File: src/zgfr_pkg.sv
// Shared types and constants of the greeting checker and frame receiver.
`default_nettype none
package zgfr_pkg;

  // Result kinds
  localparam logic [1:0] KIND_GREETING = 2'd0;
  localparam logic [1:0] KIND_BODY     = 2'd1;
  localparam logic [1:0] KIND_EMPTY    = 2'd2;
  localparam logic [1:0] KIND_ERROR    = 2'd3;

  // Error causes
  localparam logic [2:0] CAUSE_NONE      = 3'd0;
  localparam logic [2:0] CAUSE_SIGNATURE = 3'd1;
  localparam logic [2:0] CAUSE_VERSION   = 3'd2;
  localparam logic [2:0] CAUSE_MECHANISM = 3'd3;
  localparam logic [2:0] CAUSE_TOO_LONG  = 3'd4;

  // Greeting constants
  localparam logic [7:0] SIG_FIRST = 8'hFF;

  // Frame flag bit positions
  localparam int MORE_BIT = 0;
  localparam int LONG_BIT = 1;
  localparam int CMD_BIT  = 2;

  // Register indexes on the configuration port
  localparam logic REG_MAX_BODY  = 1'b0;
  localparam logic REG_MIN_MAJOR = 1'b1;

  typedef struct packed {
    logic [15:0] max_body_length;
    logic [7:0]  min_major_version;
  } cfg_t;

  typedef struct packed {
    logic [1:0]  kind;
    logic [7:0]  data;
    logic        is_command;
    logic        has_more;
    logic        last_byte;
    logic [15:0] frame_length;
    logic [2:0]  error_cause;
  } result_t;

  // Mechanism name "NULL", one byte per position
  function automatic logic [7:0] mech_byte(input logic [1:0] pos);
    logic [7:0] r;
    unique case (pos)
      2'd0:    r = 8'h4E;
      2'd1:    r = 8'h55;
      default: r = 8'h4C;
    endcase
    return r;
  endfunction

endpackage
`default_nettype wire

File: src/zgfr_queue.sv
// Front byte queue that decouples the receive side from the parser.
`default_nettype none
module zgfr_queue #(
  parameter int DEPTH = 4
) (
  input  logic       clk,
  input  logic       rst_n,
  input  logic       push,
  input  logic [7:0] push_data,
  output logic       full,
  input  logic       pop,
  output logic       not_empty,
  output logic [7:0] head_data
);
  localparam int AW = (DEPTH > 1) ? $clog2(DEPTH) : 1;
  localparam int CW = $clog2(DEPTH + 1);
  localparam logic [AW-1:0] LAST_PTR = AW'(DEPTH - 1);
  localparam logic [CW-1:0] FULL_CNT = CW'(DEPTH);

  logic [7:0]    mem_r [DEPTH];
  logic [AW-1:0] wr_ptr_r, wr_ptr_nxt;
  logic [AW-1:0] rd_ptr_r, rd_ptr_nxt;
  logic [CW-1:0] count_r, count_nxt;
  logic          do_push, do_pop;

  assign full      = (count_r == FULL_CNT);
  assign not_empty = (count_r != '0);
  assign head_data = mem_r[rd_ptr_r];
  assign do_push   = push && !full;
  assign do_pop    = pop && not_empty;

  // Advance pointers with wrap at the queue depth
  always_comb begin
    wr_ptr_nxt = wr_ptr_r;
    rd_ptr_nxt = rd_ptr_r;
    count_nxt  = count_r;
    if (do_push) begin
      wr_ptr_nxt = (wr_ptr_r == LAST_PTR) ? '0 : wr_ptr_r + AW'(1);
    end
    if (do_pop) begin
      rd_ptr_nxt = (rd_ptr_r == LAST_PTR) ? '0 : rd_ptr_r + AW'(1);
    end
    if (do_push && !do_pop) begin
      count_nxt = count_r + CW'(1);
    end else if (do_pop && !do_push) begin
      count_nxt = count_r - CW'(1);
    end
  end

  always_ff @(posedge clk) begin
    if (!rst_n) begin
      wr_ptr_r <= '0;
      rd_ptr_r <= '0;
      count_r  <= '0;
    end else begin
      wr_ptr_r <= wr_ptr_nxt;
      rd_ptr_r <= rd_ptr_nxt;
      count_r  <= count_nxt;
    end
  end

  // Store the incoming byte
  always_ff @(posedge clk) begin
    if (do_push) begin
      mem_r[wr_ptr_r] <= push_data;
    end
  end

endmodule
`default_nettype wire

File: src/zgfr_parser.sv
// Back end: greeting check, frame deframing and the result register.
`default_nettype none
module zgfr_parser (
  input  logic            clk,
  input  logic            rst_n,
  input  zgfr_pkg::cfg_t  cfg,
  input  logic            byte_valid,
  input  logic [7:0]      byte_data,
  output logic            byte_pop,
  output logic            res_valid,
  output zgfr_pkg::result_t res,
  input  logic            res_ready
);
  import zgfr_pkg::*;

  localparam logic [2:0] PH_GREETING = 3'd0;
  localparam logic [2:0] PH_FLAGS    = 3'd1;
  localparam logic [2:0] PH_LENGTH   = 3'd2;
  localparam logic [2:0] PH_BODY     = 3'd3;
  localparam logic [2:0] PH_DEAD     = 3'd4;

  logic [2:0]  phase_r, phase_nxt;
  logic [5:0]  gidx_r, gidx_nxt;
  logic [2:0]  flags_r, flags_nxt;
  logic [15:0] acc_low_r, acc_low_nxt;
  logic        acc_hi_r, acc_hi_nxt;
  logic [3:0]  len_left_r, len_left_nxt;
  logic [15:0] body_left_r, body_left_nxt;
  logic [7:0]  minor_r, minor_nxt;
  logic        out_valid_r;
  result_t     out_r;
  logic        fire, emit;
  result_t     emit_res;
  logic [15:0] shifted_low;
  logic        shifted_hi;

  assign fire     = byte_valid && (!out_valid_r || res_ready);
  assign byte_pop = fire;
  assign res_valid = out_valid_r;
  assign res       = out_r;

  assign shifted_low = {acc_low_r[7:0], byte_data};
  assign shifted_hi  = acc_hi_r || (acc_low_r[15:8] != 8'd0);

  // Work out the next state and any result for the head byte
  always_comb begin
    phase_nxt     = phase_r;
    gidx_nxt      = gidx_r;
    flags_nxt     = flags_r;
    acc_low_nxt   = acc_low_r;
    acc_hi_nxt    = acc_hi_r;
    len_left_nxt  = len_left_r;
    body_left_nxt = body_left_r;
    minor_nxt     = minor_r;
    emit          = 1'b0;
    emit_res      = '0;
    unique case (phase_r)
      PH_GREETING: begin
        gidx_nxt = gidx_r + 6'd1;
        if ((gidx_r == 6'd0 && byte_data != SIG_FIRST) ||
            (gidx_r == 6'd9 && !byte_data[0])) begin
          emit = 1'b1;
          emit_res.kind = KIND_ERROR;
          emit_res.error_cause = CAUSE_SIGNATURE;
          phase_nxt = PH_DEAD;
        end else if (gidx_r == 6'd10 && byte_data < cfg.min_major_version) begin
          emit = 1'b1;
          emit_res.kind = KIND_ERROR;
          emit_res.error_cause = CAUSE_VERSION;
          phase_nxt = PH_DEAD;
        end else if ((gidx_r >= 6'd12 && gidx_r <= 6'd15 &&
                      byte_data != mech_byte(gidx_r[1:0])) ||
                     (gidx_r >= 6'd16 && gidx_r <= 6'd31 && byte_data != 8'd0)) begin
          emit = 1'b1;
          emit_res.kind = KIND_ERROR;
          emit_res.error_cause = CAUSE_MECHANISM;
          phase_nxt = PH_DEAD;
        end else if (gidx_r == 6'd63) begin
          emit = 1'b1;
          emit_res.kind = KIND_GREETING;
          emit_res.data = minor_r;
          phase_nxt = PH_FLAGS;
        end
        if (gidx_r == 6'd11) begin
          minor_nxt = byte_data;
        end
      end
      PH_FLAGS: begin
        flags_nxt    = byte_data[2:0];
        acc_low_nxt  = '0;
        acc_hi_nxt   = 1'b0;
        len_left_nxt = byte_data[LONG_BIT] ? 4'd8 : 4'd1;
        phase_nxt    = PH_LENGTH;
      end
      PH_LENGTH: begin
        acc_low_nxt  = shifted_low;
        acc_hi_nxt   = shifted_hi;
        len_left_nxt = len_left_r - 4'd1;
        if (len_left_r <= 4'd1) begin
          // Last length byte: check the limit, then empty frame or body
          if (shifted_hi || shifted_low > cfg.max_body_length) begin
            emit = 1'b1;
            emit_res.kind = KIND_ERROR;
            emit_res.error_cause = CAUSE_TOO_LONG;
            phase_nxt = PH_DEAD;
          end else if (shifted_low == 16'd0) begin
            emit = 1'b1;
            emit_res.kind = KIND_EMPTY;
            emit_res.is_command = flags_r[CMD_BIT];
            emit_res.has_more = flags_r[MORE_BIT];
            emit_res.last_byte = 1'b1;
            phase_nxt = PH_FLAGS;
          end else begin
            body_left_nxt = shifted_low;
            phase_nxt = PH_BODY;
          end
        end
      end
      PH_BODY: begin
        body_left_nxt = body_left_r - 16'd1;
        emit = 1'b1;
        emit_res.kind = KIND_BODY;
        emit_res.data = byte_data;
        emit_res.is_command = flags_r[CMD_BIT];
        emit_res.has_more = flags_r[MORE_BIT];
        emit_res.last_byte = (body_left_r <= 16'd1);
        emit_res.frame_length = acc_low_r;
        if (body_left_r <= 16'd1) begin
          phase_nxt = PH_FLAGS;
        end
      end
      default: begin
        // Dead after an error: drop every byte
      end
    endcase
  end

  // Control state
  always_ff @(posedge clk) begin
    if (!rst_n) begin
      phase_r     <= PH_GREETING;
      gidx_r      <= '0;
      flags_r     <= '0;
      acc_low_r   <= '0;
      acc_hi_r    <= 1'b0;
      len_left_r  <= '0;
      body_left_r <= '0;
      minor_r     <= '0;
      out_valid_r <= 1'b0;
    end else begin
      if (fire) begin
        phase_r     <= phase_nxt;
        gidx_r      <= gidx_nxt;
        flags_r     <= flags_nxt;
        acc_low_r   <= acc_low_nxt;
        acc_hi_r    <= acc_hi_nxt;
        len_left_r  <= len_left_nxt;
        body_left_r <= body_left_nxt;
        minor_r     <= minor_nxt;
      end
      if (fire && emit) begin
        out_valid_r <= 1'b1;
      end else if (res_ready) begin
        out_valid_r <= 1'b0;
      end
    end
  end

  // Result payload
  always_ff @(posedge clk) begin
    if (fire && emit) begin
      out_r <= emit_res;
    end
  end

  a_dead_silent: assert property (@(posedge clk) disable iff (!rst_n)
    (phase_r == PH_DEAD) |-> !(fire && emit))
    else $error("result produced after a protocol error");

  a_cause_matches_kind: assert property (@(posedge clk) disable iff (!rst_n)
    out_valid_r |-> ((out_r.kind == KIND_ERROR) == (out_r.error_cause != CAUSE_NONE)))
    else $error("error cause does not match result kind");

  a_body_left: assert property (@(posedge clk) disable iff (!rst_n)
    (phase_r == PH_BODY) |-> (body_left_r != 16'd0))
    else $error("body phase with no bytes left");

  a_last_kind: assert property (@(posedge clk) disable iff (!rst_n)
    (out_valid_r && out_r.last_byte) |->
      (out_r.kind == KIND_BODY || out_r.kind == KIND_EMPTY))
    else $error("last mark on a result that is not frame data");

endmodule
`default_nettype wire

File: src/zmtp_greeting_and_frame_receiver_top.sv
// Top level: byte stream in, greeting and frame results out, register port.
//
// The in_ channel carries one received byte per request. The block checks
// the 64-byte greeting, reports its acceptance with the minor version, then
// splits the stream into frames and reports every body byte (with flags,
// frame length and a last mark), each empty frame once, and the first
// protocol error once. Bytes that yield no result (most greeting bytes,
// flags and length bytes, everything after an error) produce nothing.
// Throughput is one byte per cycle while no waiting result is stalled by
// out_tready. An accepted byte is written into the queue, and when the
// parser takes it from the queue head its result is registered in the
// result register and presented on out_. The queue holds QUEUE_DEPTH
// bytes, so the input keeps taking bytes for that long while out_tready is
// low; a waiting result is held stable until taken. Reset (rst_n low,
// synchronous) empties the queue, returns the parser to the start of the
// greeting and loads the register defaults: max_body_length 4096,
// min_major_version 3. Registers sit at byte addresses 0 and 4 and take
// effect on the next byte that uses them.
`default_nettype none
module zmtp_greeting_and_frame_receiver_top #(
  parameter int QUEUE_DEPTH = 4
) (
  input  logic        clk,
  input  logic        rst_n,
  // in: rx_byte[7:0]
  input  logic        in_tvalid,
  output logic        in_tready,
  input  logic [7:0]  in_tdata,
  // out tdata: data[7:0], is_command[8], has_more[9], frame_length[25:10],
  // error_cause[28:26], zero[31:29]
  output logic        out_tvalid,
  input  logic        out_tready,
  output logic [31:0] out_tdata,
  output logic        out_tlast,
  // out tuser: kind[1:0]
  output logic [1:0]  out_tuser,
  input  logic        cfg_psel,
  input  logic        cfg_penable,
  input  logic        cfg_pwrite,
  input  logic [2:0]  cfg_paddr,
  input  logic [31:0] cfg_pwdata,
  output logic [31:0] cfg_prdata,
  output logic        cfg_pready
);
  import zgfr_pkg::*;

  cfg_t    cfg_r;
  logic    q_full, q_valid, q_pop;
  logic [7:0] q_data;
  logic    res_valid;
  result_t res;
  logic    wr_en;

  // Register file
  assign cfg_pready = 1'b1;
  assign wr_en = cfg_psel && cfg_penable && cfg_pwrite && cfg_pready;

  always_ff @(posedge clk) begin
    if (!rst_n) begin
      cfg_r.max_body_length   <= 16'd4096;
      cfg_r.min_major_version <= 8'd3;
    end else if (wr_en) begin
      unique case (cfg_paddr[2])
        REG_MAX_BODY:  cfg_r.max_body_length   <= cfg_pwdata[15:0];
        REG_MIN_MAJOR: cfg_r.min_major_version <= cfg_pwdata[7:0];
        default: ;
      endcase
    end
  end

  // Read back
  always_comb begin
    unique case (cfg_paddr[2])
      REG_MAX_BODY:  cfg_prdata = {16'd0, cfg_r.max_body_length};
      REG_MIN_MAJOR: cfg_prdata = {24'd0, cfg_r.min_major_version};
      default:       cfg_prdata = '0;
    endcase
  end

  zgfr_queue #(
    .DEPTH(QUEUE_DEPTH)
  ) u_queue (
    .clk       (clk),
    .rst_n     (rst_n),
    .push      (in_tvalid),
    .push_data (in_tdata),
    .full      (q_full),
    .pop       (q_pop),
    .not_empty (q_valid),
    .head_data (q_data)
  );

  assign in_tready = !q_full;

  zgfr_parser u_parser (
    .clk        (clk),
    .rst_n      (rst_n),
    .cfg        (cfg_r),
    .byte_valid (q_valid),
    .byte_data  (q_data),
    .byte_pop   (q_pop),
    .res_valid  (res_valid),
    .res        (res),
    .res_ready  (out_tready)
  );

  // Pack the result
  assign out_tvalid = res_valid;
  assign out_tdata  = {3'd0, res.error_cause, res.frame_length, res.has_more,
                       res.is_command, res.data};
  assign out_tlast  = res.last_byte;
  assign out_tuser  = res.kind;

endmodule
`default_nettype wire
File: config.mk
export PLATFORM = sky130hd
export DESIGN_NAME = zmtp_greeting_and_frame_receiver_top
export DESIGN_NICKNAME = d
export VERILOG_FILES = /design/src/zgfr_pkg.sv /design/src/zgfr_queue.sv /design/src/zgfr_parser.sv /design/src/zmtp_greeting_and_frame_receiver_top.sv
export SDC_FILE = /design/constraint.sdc
export NUM_CORES = 1
export LEC_CHECK = 0
export ABC_AREA = 1
export BUFFER_PORTS_ARGS = -buffer_cell sky130_fd_sc_hd__buf_2
export CORE_ASPECT_RATIO = 1.5
export CORE_MARGIN = 1
export CORE_UTILIZATION = 58
export CTS_CLUSTER_SIZE = 16
export DETAILED_ROUTE_END_ITERATION = 8
export PLACE_DENSITY = 0.92
export SLEW_MARGIN = 0
export SYNTH_ARGS = -nofsm -noshare
export SYNTH_HDL_FRONTEND = slang
export SYNTH_SLANG_ARGS = --single-unit
File: constraint.sdc
create_clock -name clk -period 4.46 [get_ports clk]
set_input_delay 0.446 -clock clk [delete_from_list [all_inputs] [get_ports clk]]
set_output_delay 0.446 -clock clk [all_outputs]
set_load 0.02 [all_outputs]
Word-level counts from Yosys, hierarchy flattened
Memory sizes are Yosys's and may differ from the RTL's. A register that Yosys moved wholly into a read port is not among the register bits.
Index checks and enable logic that the tools add are counted.

cells by class
  add/sub/neg operators = 7
  magnitude comparators = 8
  equality and inequality tests = 18
  multiplexer cells = 62
  bitwise logic cells = 1
  reductions and logical operators = 45

operators by type and width
  kind                   count
  $pmux 16 s2            2
  $pmux 32 s2            1
  $mux 8                 7
  $mux 16                3
  $mux 3                 16
  $mux 2                 12
  $eq 6x4->1 const B     3
  $gt 16x16->1           1
  $le 16x1->1 const B    1
  $logic_not 16->1       1
  $pmux 8 s2             1
  $reduce_bool 8->1      2
  $sub 16x1->16 const B  1
  $logic_and 1x1->1      15
  $pmux 3 s2             2
  $pmux 3 s4             1
  $mux 1                 11
  $pmux 5 s2             1
  $reduce_and 2->1       5
  $reduce_and 5->1       2
  $lt 8x8->1             1
  $ne 8x8->1             1
  $ne 8x8->1 const B     1
  $pmux 4 s2             1
  other kinds (33)       49

word-level totals
  flip-flop bits (word level) = 121
  bits in writable memories = 32
  logic and storage cells = 163
  memories kept = 1

memories
  memory         depth  bits a word  read ports  clocked after Yosys merged registers in  write ports  line              source
  u_queue.mem_r  4      8            1           1                                        1            zgfr_queue.sv:20  logic [7:0] mem_r [DEPTH];

Longest topological paths before layout
Gate-level depths: netlist of run 1.

  word-level depth = 14
  mapped depth = 24
  mapped depth without buffers = 22

By module
A second synthesis of run 1 with hierarchy kept.

second synthesis, totals
  cells, all modules = 1013
  area, all modules = 8040.2 µm²

modules (own cells, without submodules)
  module                                instances  cells an instance  area an instance (µm²)  sequential area each (µm²)
  zgfr_parser                           1          653                4969.8                  2102.0
  zgfr_queue                            1          147                1689.1                  1141.1
  zmtp_greeting_and_frame_receiver_top  1          213                1381.3                  480.5

Worst setup path after synthesis of run 1
No wires, ideal clock.

  kind = reg2reg
  from = reg (tool-made name)
  to = reg u_parser.out_r, in the netlist u_parser.res[0] (enable)
  setup time = 0.387 ns
  data arrival time = 2.637 ns
  required time = 4.073 ns
  slack = 1.436 ns
  stages on the path, launching flop included = 23
  path buffers = 2
  clock period less this slack = 3.024 ns
  cells stage by stage = dfxtp_1 > buf_6 > inv_4 > buf_6 > nand2_1 > nand3_1 > nand2_2 > inv_1 > ha_1 > nand2_1 > nor2_1 > nand2_1 > nand2_1 > nand2_1 > nand2_1 > nand2_1 > nand3_1 > nand3_1 > nand2_1 > inv_1 > nand2_1 > nand2_1 > inv_1

RTL lines
  item                    line                source
  end signal: assignment  zgfr_parser.sv:172  out_r <= emit_res;
  end: declaration        zgfr_parser.sv:31   result_t out_r;

==> summary.txt, run 1 <==
STA
  – Layout Skew: around 0.0076 ns
  – Unrepaired setup endpoints after global routing: false
  – Slew at the pin with the worst max-slew slack: around 0.86 ns
  – Hold Vio Cnt, Final: 0
  – Portion of the clock cycle consumed by the worst path in the final layout: between 80% and 90%
  – Post-layout minimum cycle time: 3.61 ns
  – TNS Setup: 0 ns
  – Slew margin rel.: about 43%
  – Hold WS: 0.239 ns
  – Final setup vio count: 0
  – Final max-slew violation count: 0
  – Maximum clock rate: 0.277 GHz

Route
  – Wire length after detailed routing: between 15,000 and 20,000 um
  – Number of remaining DRC errors: 0
  – Remaining number of nets flagged by the antenna check after routing: 0
  – Drt first pass iters: 5
  – Vias: 6,743
  – Drt via density: 5.69
  – Mean routed wirelength per cell: 15.4 um
  – Number of DRC markers in iteration 0: 611

Placement
  – Number of port buffers: 81
  – Dpl cells: 1,153
  – GPL Wtd Cong: approximately 0.87
  – Detail Placement HPWL: 12,200 um
  – Area after detailed placement: around 8000 um^2

Power
  – Worst supply voltage drop on vdd: 423 uV
  – Final total power: 0.00562 W
  – Power density normalized to cell area: about 640 nW/um^2
  – Leak Pwr: 3.71 nW

Synth
  – FFs w/ async S/R, synth: 0%
  – Top cell type by total area after synthesis: edfxtp_1
  – Average cell area after synthesis: 8.22 um^2
  – Flip-flop and latch count after synthesis: 154
  – Cell area after technology mapping: 7720 um^2
  – Number of flops mapped to enable cells by yosys: 64
  – Yosys warning count: 0
  – Gate count after technology mapping: 940
  – Cells taking the most area after synthesis: edfxtp_1 (25%), dfxtp_1 (23%), nand2_1 (9.3%)
  – Number of distinct standard cells referenced by the synthesized netlist: 43
  – Most used standard cell by instance count after synthesis: nand2_1
  – Most common flop cell mapped by yosys: dfxtp_1
  – Top cell types by occurrence after synthesis: nand2_1 (191), inv_1 (104), nor2_1 (96)
  – Fraction of the yosys area taken by sequential cells: roughly half
  – Fraction of post-synthesis cell area in the top cell type by area: 24.9%

Critical path
  – Arrival time at the worst endpoint: approximately 3.7 ns
  – Classification of the worst setup path: register to register
  – CP startpoint kind: register
  – Worst Setup End Kind: register
  – CP max FO: 32
  – Worst EP required: ~4.5 ns

GRT
  – Vias in the first global route: 6,273
  – Sum of overflow across all layers after global routing: 0
  – Initial antenna violation count: 0
  – Largest net degree at the start of global routing: 54
  – Global-route wire length before repair: 29,100 um
  – Global-route usage over all layers: between 20 and 30%

Finish
  – Share of post-route cells with drive strength above 1: approximately 15%
  – Post-layout nets: 1,103
  – Area growth from synthesis to layout: 13.4%
  – Fin cells: between 1,000 and 1,500
  – Final instance area: approximately 8800 um^2
  – Count of inserted antenna diode cells: 0

Clock network
  – Root buffer cell: clkbuf_16
  – Clock Pin Slew Worst Setup and Hold Paths: 0.06 ns
  – Worst-skew pair later-pin latency: 0.43 ns
  – Num Clock Sinks: around 150
  – CTS resizes: 0
  – TritonCTS buffer count: 17
  – Number of H-tree branching levels: 4
  – Setup bufs post-CTS: 0
  – Quantity of hold-fixing buffers added after cts: 0
  – Number of buffers between clock root and the deepest sink: 2
  – Clock tree from TritonCTS: built

Flow run
  – Max-cap violation count: 0

Outcome
  – Status: completed

Die
  – Num rows: 51
  – Die X: 96.2 um
  – Initial Util: 59.6%
  – Number of primary I/O pins: between 100 and 150
  – Area of the die: 13,800 um^2
  – Die boundary height: 143 um
  – Placeable core region: 13,000 um^2

Worst hold path
  – Class of the tightest hold or removal check: primary input to register
==> cells in the final DEF (no fill, tap or decap), drive strengths merged <==
| master | n |
|---|---|
| clkinv | 7 |
| nor4 | 1 |
| a21o | 1 |
| conb | 20 |
| clkbuf | 20 |
| nand3 | 48 |
| nand2 | 197 |
| dfxtp | 90 |
| bufinv | 3 |
| or2 | 3 |
| inv | 113 |
| fa | 1 |
| xor2 | 6 |
| ha | 39 |
| a221oi | 1 |
| a211oi | 11 |
| a21oi | 85 |
| clkinvlp | 3 |
| nand3b | 2 |
| a31oi | 5 |
| nor3 | 9 |
| a21boi | 3 |
| edfxtp | 64 |
| nor2 | 101 |
| buf | 87 |
| nand4 | 13 |
| o31ai | 2 |
| o21ai | 86 |
| o211a | 1 |
| xnor2 | 2 |
| o22ai | 2 |
==> cells by family after synthesis <==
group,synth area share (%)
xor+xnor,0.907
simple gates,20.5
buf+inv,9.56
other cells,0.0972
flops,48.2
fa+ha+maj,6.58
compound gates,14.1
==> through the flow <==
stage | util (%) | setup slack, ns
global placement | 62.8 | 1.10
finish | 67.6 | 0.845
detailed placement | 62.8 | 0.966
CTS | 67.6 | 0.896
global route | 67.6 | 0.600
floorplan | - | 1.44
==> power breakdown <==
group | internal, W | switching (W)
registers | 0.00180 | 0.000145
clock network | 0.000916 | 0.000594
logic | 0.000645 | 0.00152
==> final timing paths <==
kind	startpoint	endpoint	slack [ns]	cells after the start
setup reg to reg	register	u_parser.res[27]$_DFFE_PP_	0.85	22
hold reg to reg	u_parser.acc_low_r[13]$_SDFFE_PN0P_	u_parser.acc_low_r[13]$_SDFFE_PN0P_	0.47	2
setup / recovery	register	u_parser.res[27]$_DFFE_PP_	0.85	22
hold / removal	in_tdata[5]	u_queue.mem_r[1][5]$_DFFE_PP_	0.24	1
==> sequential cells by signal, indices dropped and copies added (netlist names), named ones only <==
| signal | cells |
|---|---|
| cfg_r | 24 |
| u_parser.acc_hi_r | 1 |
| u_parser.acc_low_r | 16 |
| u_parser.body_left_r | 16 |
| u_parser.flags_r | 2 |
| u_parser.gidx_r | 6 |
| u_parser.len_left_r | 4 |
| u_parser.minor_r | 8 |
| u_parser.phase_r | 3 |
| u_parser.res | 32 |
| u_parser.res_valid | 1 |
| u_queue.count_r | 3 |
| u_queue.mem_r | 32 |
| u_queue.rd_ptr_r | 2 |
| u_queue.wr_ptr_r | 2 |
==> routing by layer <==
metal | track usage, % | share of wire, %
met5 | 0 | 0
met4 | 16.6 | 5.1
met3 | 6.08 | 6.3
met2 | 49.2 | 53
met1 | 29.1 | 36
==> layout make-up <==
class / count / area [um^2]
clock inverters: 12 / 165
clock buffers: 20 / 457
multi-input cells: 639 / 3330
fillers: 967 / 4200
well taps: 159 / 199
inverters: 114 / 433
repair buffers: 87 / 450
flip-flops and latches: 154 / 3720
==> critical path, cell delays in order, from the launching register on <==
cell	delay [ns]
dfxtp_1	0.44
inv_2	0.23
nand3_1	0.10
nand2_1	0.27
inv_1	0.23
ha_1	0.33
nand2_1	0.07
inv_1	0.05
nand2_1	0.05
nand2_1	0.07
nand2_1	0.05
nand2_1	0.07
nand2_1	0.05
nand2_1	0.06
nand2_1	0.14
nand3_1	0.13
nand3_1	0.11
nand2_1	0.09
inv_1	0.04
nand2_1	0.09
nand2_1	0.11
inv_1	0.08
buf_4	0.36
Power figures use the tool's default switching activity.
==> run 2, diff against run 1 <==
--- a/config.mk
+++ b/config.mk
@@ -9,10 +9,10 @@
 export BUFFER_PORTS_ARGS = -buffer_cell sky130_fd_sc_hd__buf_2
 export CORE_ASPECT_RATIO = 1.5
 export CORE_MARGIN = 1
-export CORE_UTILIZATION = 58
+export CORE_UTILIZATION = 52
 export CTS_CLUSTER_SIZE = 16
 export DETAILED_ROUTE_END_ITERATION = 8
-export PLACE_DENSITY = 0.92
+export PLACE_DENSITY = 0.88
 export SLEW_MARGIN = 0
 export SYNTH_ARGS = -nofsm -noshare
 export SYNTH_HDL_FRONTEND = slang
==> constraint.sdc (replaced) <==
create_clock -name clk -period 3.17 [get_ports clk]
set_input_delay 0.317 -clock clk [delete_from_list [all_inputs] [get_ports clk]]
set_output_delay 0.317 -clock clk [all_outputs]
set_load 0.02 [all_outputs]
==> summary.txt, run 2 (same netlist as run 1, synthesis figures left out) <==
Outcome
  – Status: completed

Clock network
  – Clock Pin Slew Worst Setup and Hold Paths: 0.06 ns (about the same)
  – Worst-skew pair later-pin latency: 0.42 ns (about the same)
  – Num Clock Sinks: 154 (unchanged)
  – Number of buffers between clock root and the deepest sink: 2 (unchanged)
  – Root buffer cell: clkbuf_16
  – TritonCTS buffer count: 17 (unchanged)
  – Clock tree from TritonCTS: built
  – Number of H-tree branching levels: 4 (unchanged)
  – Quantity of hold-fixing buffers added after cts: 0 (unchanged)

Critical path
  – Worst Setup End Kind: register
  – CP startpoint kind: register
  – Arrival time at the worst endpoint: 3.15 ns (-0.55 ns)
  – Worst EP required: 3.30 ns (-1.24 ns)
  – Classification of the worst setup path: register to register
  – CP max FO: 16 (-50%)

STA
  – Layout Skew: 0.00712 ns (-0.000512 ns)
  – Maximum clock rate: 0.331 GHz (+20%)
  – Final setup vio count: 0 (unchanged)
  – Slew at the pin with the worst max-slew slack: 0.758 ns (-0.102 ns)
  – Slew margin rel.: 49.2% (+6.6 points)
  – Unrepaired setup endpoints after global routing: false
  – TNS Setup: 0 ns (unchanged)
  – Post-layout minimum cycle time: 3.02 ns (-0.590 ns)
  – Final max-slew violation count: 0 (unchanged)
  – Hold Vio Cnt, Final: 0 (unchanged)
  – Portion of the clock cycle consumed by the worst path in the final layout: 95.4% (+14 points)

Route
  – Drt first pass iters: 5 (unchanged)
  – Number of DRC markers in iteration 0: 443 (-27%)
  – Drt via density: 5.34 (-6.2%)
  – Vias: 6,605 (-2.0%)
  – Remaining number of nets flagged by the antenna check after routing: 0 (unchanged)
  – Number of remaining DRC errors: 0 (unchanged)
  – Mean routed wirelength per cell: 14.2 um (-8.2%)
  – Wire length after detailed routing: 17,500 um (-4.1%)

Worst hold path
  – Class of the tightest hold or removal check: primary input to register

Die
  – Die X: 102 um (+5.5%)
  – Die boundary height: 151 um (+5.5%)
  – Num rows: 54 (+5.9%)
  – Area of the die: 15,400 um^2 (+11%)
  – Placeable core region: 14,500 um^2 (+12%)
  – Number of primary I/O pins: 120 (unchanged)
  – Initial Util: 53.2% (-6.5 points)

Flow run
  – Max-cap violation count: 0 (unchanged)

Finish
  – Count of inserted antenna diode cells: 0 (unchanged)
  – Fin cells: 1,238 (+4.5%)
  – Share of post-route cells with drive strength above 1: 16.3% (+1.7 points)
  – Area growth from synthesis to layout: 15.9%
  – Most used cells in the layout excluding fill and tap cells: nand2_1 (191), inv_1 (103), nor2_1 (96)
  – Most common library cell in the layout ignoring fill and taps: nand2_1
  – Post-layout nets: 1,119 (+1.5%)

GRT
  – Global-route wire length before repair: 28,400 um (-2.5%)
  – Sum of overflow across all layers after global routing: 0 (unchanged)
  – Largest net degree at the start of global routing: 45 (-17%)
  – Initial antenna violation count: 0 (unchanged)
  – Vias in the first global route: 6,365 (+1.5%)
  – Global-route usage over all layers: 24.0% (-3.7 points)

Power
  – Final total power: 0.00802 W (+43%)
  – Power density normalized to cell area: 896 nW/um^2 (+39%)
  – Leak Pwr: 3.79 nW (+2.1%)
  – Worst supply voltage drop on vdd: 474 uV (+12%)

Placement
  – Detail Placement HPWL: 12,200 um (-0.28%)
  – Dpl cells: 1,204 (+4.4%)
  – GPL Wtd Cong: 0.901 (+3.3%)
  – Number of port buffers: 81 (unchanged)
[run 2: cell types whose count changed in the layout (fill, tap and decap cells not counted)]
cell | before | now
buf_12 | 0 | 1
buf_2 | 81 | 82
buf_4 | 6 | 18
buf_6 | 0 | 1
clkbuf_1 | 1 | 0
clkbuf_16 | 17 | 18
clkinv_2 | 0 | 1
clkinv_4 | 4 | 0
clkinvlp_4 | 3 | 6
dfxtp_1 | 90 | 88
dfxtp_2 | 0 | 2
inv_1 | 104 | 103
inv_2 | 5 | 6
inv_4 | 2 | 3
[run 2: critical path, stage by stage (launching register included)]
cell	delay, ns
dfxtp_2	0.35
buf_2	0.19
nand2_1	0.07
nand3_1	0.08
nand2_2	0.09
inv_1	0.09
ha_1	0.32
nand2_1	0.09
nor2_1	0.20
nand2_1	0.09
nand2_1	0.07
nand2_1	0.05
nand2_1	0.06
nand2_1	0.12
nand3_1	0.11
nand3_1	0.10
nand2_1	0.08
inv_1	0.04
nand2_1	0.07
nand2_1	0.11
inv_2	0.15
clkbuf_16	0.20
[run 2: metal layers]
metal,GRT usage [%],vias to the layer above,part of all wire (%)
met3,4.66,59,5.5
met4,13.6,0,4.0
met5,0,-,0
met1,24.5,3035,36
li1,-,3264,-
met2,44.8,247,54
[run 2: path summary, 6_finish.rpt]
| check | start | slack, ns | end | depth (start not counted) |
|---|---|---|---|---|
| min | in_tdata[6] | 0.11 | u_queue.mem_r[3][6]$_DFFE_PP_ | 1 |
| min reg2reg | u_parser.acc_low_r[13]$_SDFFE_PN0P_ | 0.46 | u_parser.acc_low_r[13]$_SDFFE_PN0P_ | 2 |
| max reg2reg | register | 0.15 | u_parser.res[27]$_DFFE_PP_ | 21 |
| max | register | 0.15 | u_parser.res[27]$_DFFE_PP_ | 21 |
[run 2: area by class of cell]
| cell class | count | area (um^2) |
|---|---|---|
| Clock buffer | 19 | 453 |
| Clock inverter | 13 | 164 |
| Fill cell | 1170 | 5580 |
| Inverter | 114 | 433 |
| Multi-Input combinational cell | 639 | 3330 |
| Sequential cell | 154 | 3730 |
| Tap cell | 196 | 245 |
| Timing Repair Buffer | 103 | 602 |
[run 2: repair_timing]
| item | 4_1_cts | 5_1_grt |
|---|---|---|
| setup buffers | 0 | 0 |
| endpoints found under the hold margin | 0 | 0 |
| resized for setup | 0 | 4 |
| setup endpoints to repair | 0 | 41 |
[run 2: report_power, final]
| group | leakage [nW] | switching (W) | internal, W |
|---|---|---|---|
| clock network | 0.285 | 0.000821 | 0.00128 |
| registers | 1.33 | 0.000198 | 0.00254 |
| logic | 2.17 | 0.00211 | 0.00107 |
[run 2: per-stage QoR]
stage / cell area [um^2] / hold slack (ns) / setup slack [ns] / util, %
6_report: 8950 / 0.107 / 0.146 / 61.6
5_1_grt: 8950 / 0.0960 / 0.00737 / 61.6
4_1_cts: 8910 / 0.0923 / 0.100 / 61.4
3_5_place_dp: 8300 / 0.453 / 0.128 / 57.1
3_3_place_gp: 8300 / 0.449 / 0.197 / 57.1
2_1_floorplan: 7790 / 0.416 / 0.146 / -
==> run 3, diff against run 2 <==
--- a/config.mk
+++ b/config.mk
@@ -5,7 +5,6 @@
 export SDC_FILE = /design/constraint.sdc
 export NUM_CORES = 1
 export LEC_CHECK = 0
-export ABC_AREA = 1
 export BUFFER_PORTS_ARGS = -buffer_cell sky130_fd_sc_hd__buf_2
 export CORE_ASPECT_RATIO = 1.5
 export CORE_MARGIN = 1
==> summary.txt, run 3 <==
Outcome
  – Status: finished with violations
  – Violations in the final reports: setup timing

Clock network
  – Number of buffers between clock root and the deepest sink: 2 (unchanged)
  – TritonCTS buffer count: 17 (unchanged)
  – Number of H-tree branching levels: 4 (unchanged)
  – Clock tree from TritonCTS: built
  – Worst-skew pair later-pin latency: 0.42 ns (about the same)
  – Num Clock Sinks: 154 (unchanged)
  – Root buffer cell: clkbuf_16
  – Clock Pin Slew Worst Setup and Hold Paths: 0.06 ns (about the same)

STA
  – Final max-slew violation count: 0 (unchanged)
  – Maximum clock rate: 0.314 GHz (-5.0%)
  – Post-layout minimum cycle time: 3.18 ns (+0.159 ns)
  – Portion of the clock cycle consumed by the worst path in the final layout: 100% (+5.0 points)
  – Unrepaired setup endpoints after global routing: true
  – Layout Skew: 0.00678 ns (-0.000339 ns)
  – Slew at the pin with the worst max-slew slack: 0.849 ns (+0.0909 ns)
  – Post-route setup slack: -0.0130 ns (-0.159 ns)
  – Hold Vio Cnt, Final: 0 (unchanged)
  – Slew margin rel.: 43.3% (-6.0 points)
  – Final setup vio count: 25 (+25)

Route
  – Number of DRC markers in iteration 0: 554 (+25%)
  – Number of remaining DRC errors: 0 (unchanged)
  – Remaining number of nets flagged by the antenna check after routing: 0 (unchanged)
  – Wire length after detailed routing: 19,100 um (+9.0%)
  – Vias: 6,421 (-2.8%)
  – Mean routed wirelength per cell: 17.5 um (+23%)
  – Drt first pass iters: 6 (+1)
  – Drt via density: 5.87 (+10%)

Finish
  – Area growth from synthesis to layout: 18.1%
  – Post-layout nets: 974 (-13%)
  – Count of inserted antenna diode cells: 0 (unchanged)
  – Most used cells in the layout excluding fill and tap cells: nand2_1 (94), dfxtp_1 (89), nor2_1 (82)
  – Share of post-route cells with drive strength above 1: 22.3% (+6.0 points)
  – Most common library cell in the layout ignoring fill and taps: nand2_1

Synth
  – Fraction of the yosys area taken by sequential cells: 48.1% (-0.12 points)
  – FFs w/ async S/R, synth: 0% (unchanged)
  – Yosys warning count: 0 (unchanged)
  – Number of distinct standard cells referenced by the synthesized netlist: 72 (+67%)
  – Most common flop cell mapped by yosys: dfxtp_1
  – Cells taking the most area after synthesis: edfxtp_1 (25%), dfxtp_1 (23%), ha_1 (6.3%)
  – Most used standard cell by instance count after synthesis: nand2_1
  – Number of flops mapped to enable cells by yosys: 64 (unchanged)
  – Gate count after technology mapping: 787 (-16%)
  – Fraction of post-synthesis cell area in the top cell type by area: 24.8% (-0.064 points)
  – Flip-flop and latch count after synthesis: 154 (unchanged)
  – Top cell types by occurrence after synthesis: nand2_1 (96), dfxtp_1 (90), nor2_1 (83)
  – Average cell area after synthesis: 9.84 um^2 (+20%)
  – Cell area after technology mapping: 7740 um^2 (+0.26%)
  – Top cell type by total area after synthesis: edfxtp_1

Worst hold path
  – Class of the tightest hold or removal check: primary input to register

Power
  – Leak Pwr: 3.52 nW (-7.1%)
  – Final total power: 0.00737 W (-8.1%)
  – Worst supply voltage drop on vdd: 543 uV (+14%)
  – Power density normalized to cell area: 806 nW/um^2 (-10%)

Placement
  – Number of port buffers: 81 (unchanged)
  – GPL Wtd Cong: 0.923 (+2.4%)
  – Setup WS pre-CTS: -0.141 ns (-0.268 ns)
  – Detail Placement HPWL: 12,600 um (+3.3%)

Die
  – Placeable core region: 14,500 um^2 (unchanged)
  – Die boundary height: 151 um (+0.13%)
  – Num rows: 54 (unchanged)
  – Initial Util: 53.3% (+0.14 points)
  – Number of primary I/O pins: 120 (unchanged)
  – Die X: 102 um (+0.13%)
  – Area of the die: 15,400 um^2 (+0.26%)

Critical path
  – FF-to-FF setup slack: -0.01 ns (-0.16 ns)
  – Arrival time at the worst endpoint: 3.31 ns (+0.16 ns)
  – Classification of the worst setup path: register to register
  – CP max FO: 25 (+9)
  – Worst EP required: 3.30 ns (about the same)
  – Worst Setup End Kind: register
  – CP startpoint kind: register

Flow run
  – Max-cap violation count: 0 (unchanged)

GRT
  – Largest net degree at the start of global routing: 44 (-2.2%)
  – Sum of overflow across all layers after global routing: 0 (unchanged)
  – Global-route usage over all layers: 25.5% (+1.5 points)
  – Initial antenna violation count: 0 (unchanged)
  – Global-route wire length before repair: 29,800 um (+4.9%)
  – Vias in the first global route: 6,178 (-2.9%)
## run 3: worst paths after layout
check | startpoint | endpoint | cells past startpoint
hold / removal | in_tdata[2] | u_queue.mem_r[2][2]$_DFFE_PP_ | 1
setup / recovery | register | u_parser.res[27]$_DFFE_PP_ | 10
hold reg to reg | cfg_r[13]$_SDFFE_PN0P_ | cfg_r[13]$_SDFFE_PN0P_ | 2
setup reg to reg | register | u_parser.res[27]$_DFFE_PP_ | 10
## run 3: power breakdown
group	internal (W)	switching [W]	total [W]
combinational	0.00107	0.00177	0.00285
sequential	0.00246	0.000164	0.00262
clock	0.00109	0.000811	0.00190
## run 3: cells by family after synthesis
kind of cell / share of synthesized area (%)
compound gates: 16.1
xor+xnor: 1.13
fa+ha+maj: 6.56
buf+inv: 7.03
flops: 48.1
mux: 4.15
other cells: 0.0970
simple gates: 16.8
## run 3: metrics by stage
| stage | std cells | util [%] | setup TNS (ns) | hold slack (ns) | instance area (um^2) |
|---|---|---|---|---|---|
| 6_report | 1093 | 63.0 | -0.265 | 0.102 | 9150 |
| 5_1_grt | 1093 | 63.0 | -2.21 | 0.102 | 9150 |
| 4_1_cts | 1091 | 62.3 | 0 | 0.0983 | 9050 |
| 3_5_place_dp | 1058 | 58.3 | -4.73 | 0.446 | 8470 |
| 3_3_place_gp | 1058 | 58.3 | -3.02 | 0.443 | 8470 |
| 2_1_floorplan | 805 | - | -5.93 | 0.416 | 7890 |
## run 3: what timing repair did
| action | in CTS | in global routing |
|---|---|---|
| hold buffers | 0 | 0 |
| pin swaps | 0 | 5 |
| setup buffers | 1 | 2 |
| resized for setup | 3 | 15 |
| endpoints found under the setup margin | 54 | 47 |
## run 3: final cells by class
class,count,area [um^2]
Clock buffer,20,437
Inverter,45,169
Clock inverter,12,118
Sequential cell,154,3730
Tap cell,196,245
Fill cell,1108,5380
Multi-Input combinational cell,542,3710
Timing Repair Buffer,124,744
## run 3: worst max-delay path, stage by stage, from the launching register on
cell and delay [ns]:
dfxtp_4 0.43, mux4_2 0.59, ha_4 0.32, nand2_4 0.06
o21a_1 0.20, o221a_2 0.26, o211ai_4 0.29, a21oi_1 0.14
nand2b_4 0.18, a31oi_4 0.21, buf_12 0.20
## run 3: metal layers
layer / wire (um) / GRT usage (%) / vias up
met5: 0 / 0 / -
met1: 6850 / 27.3 / 3014
met2: 10000 / 45.2 / 338
met4: 949 / 15.7 / 0
met3: 1300 / 5.58 / 96
li1: - / - / 2973
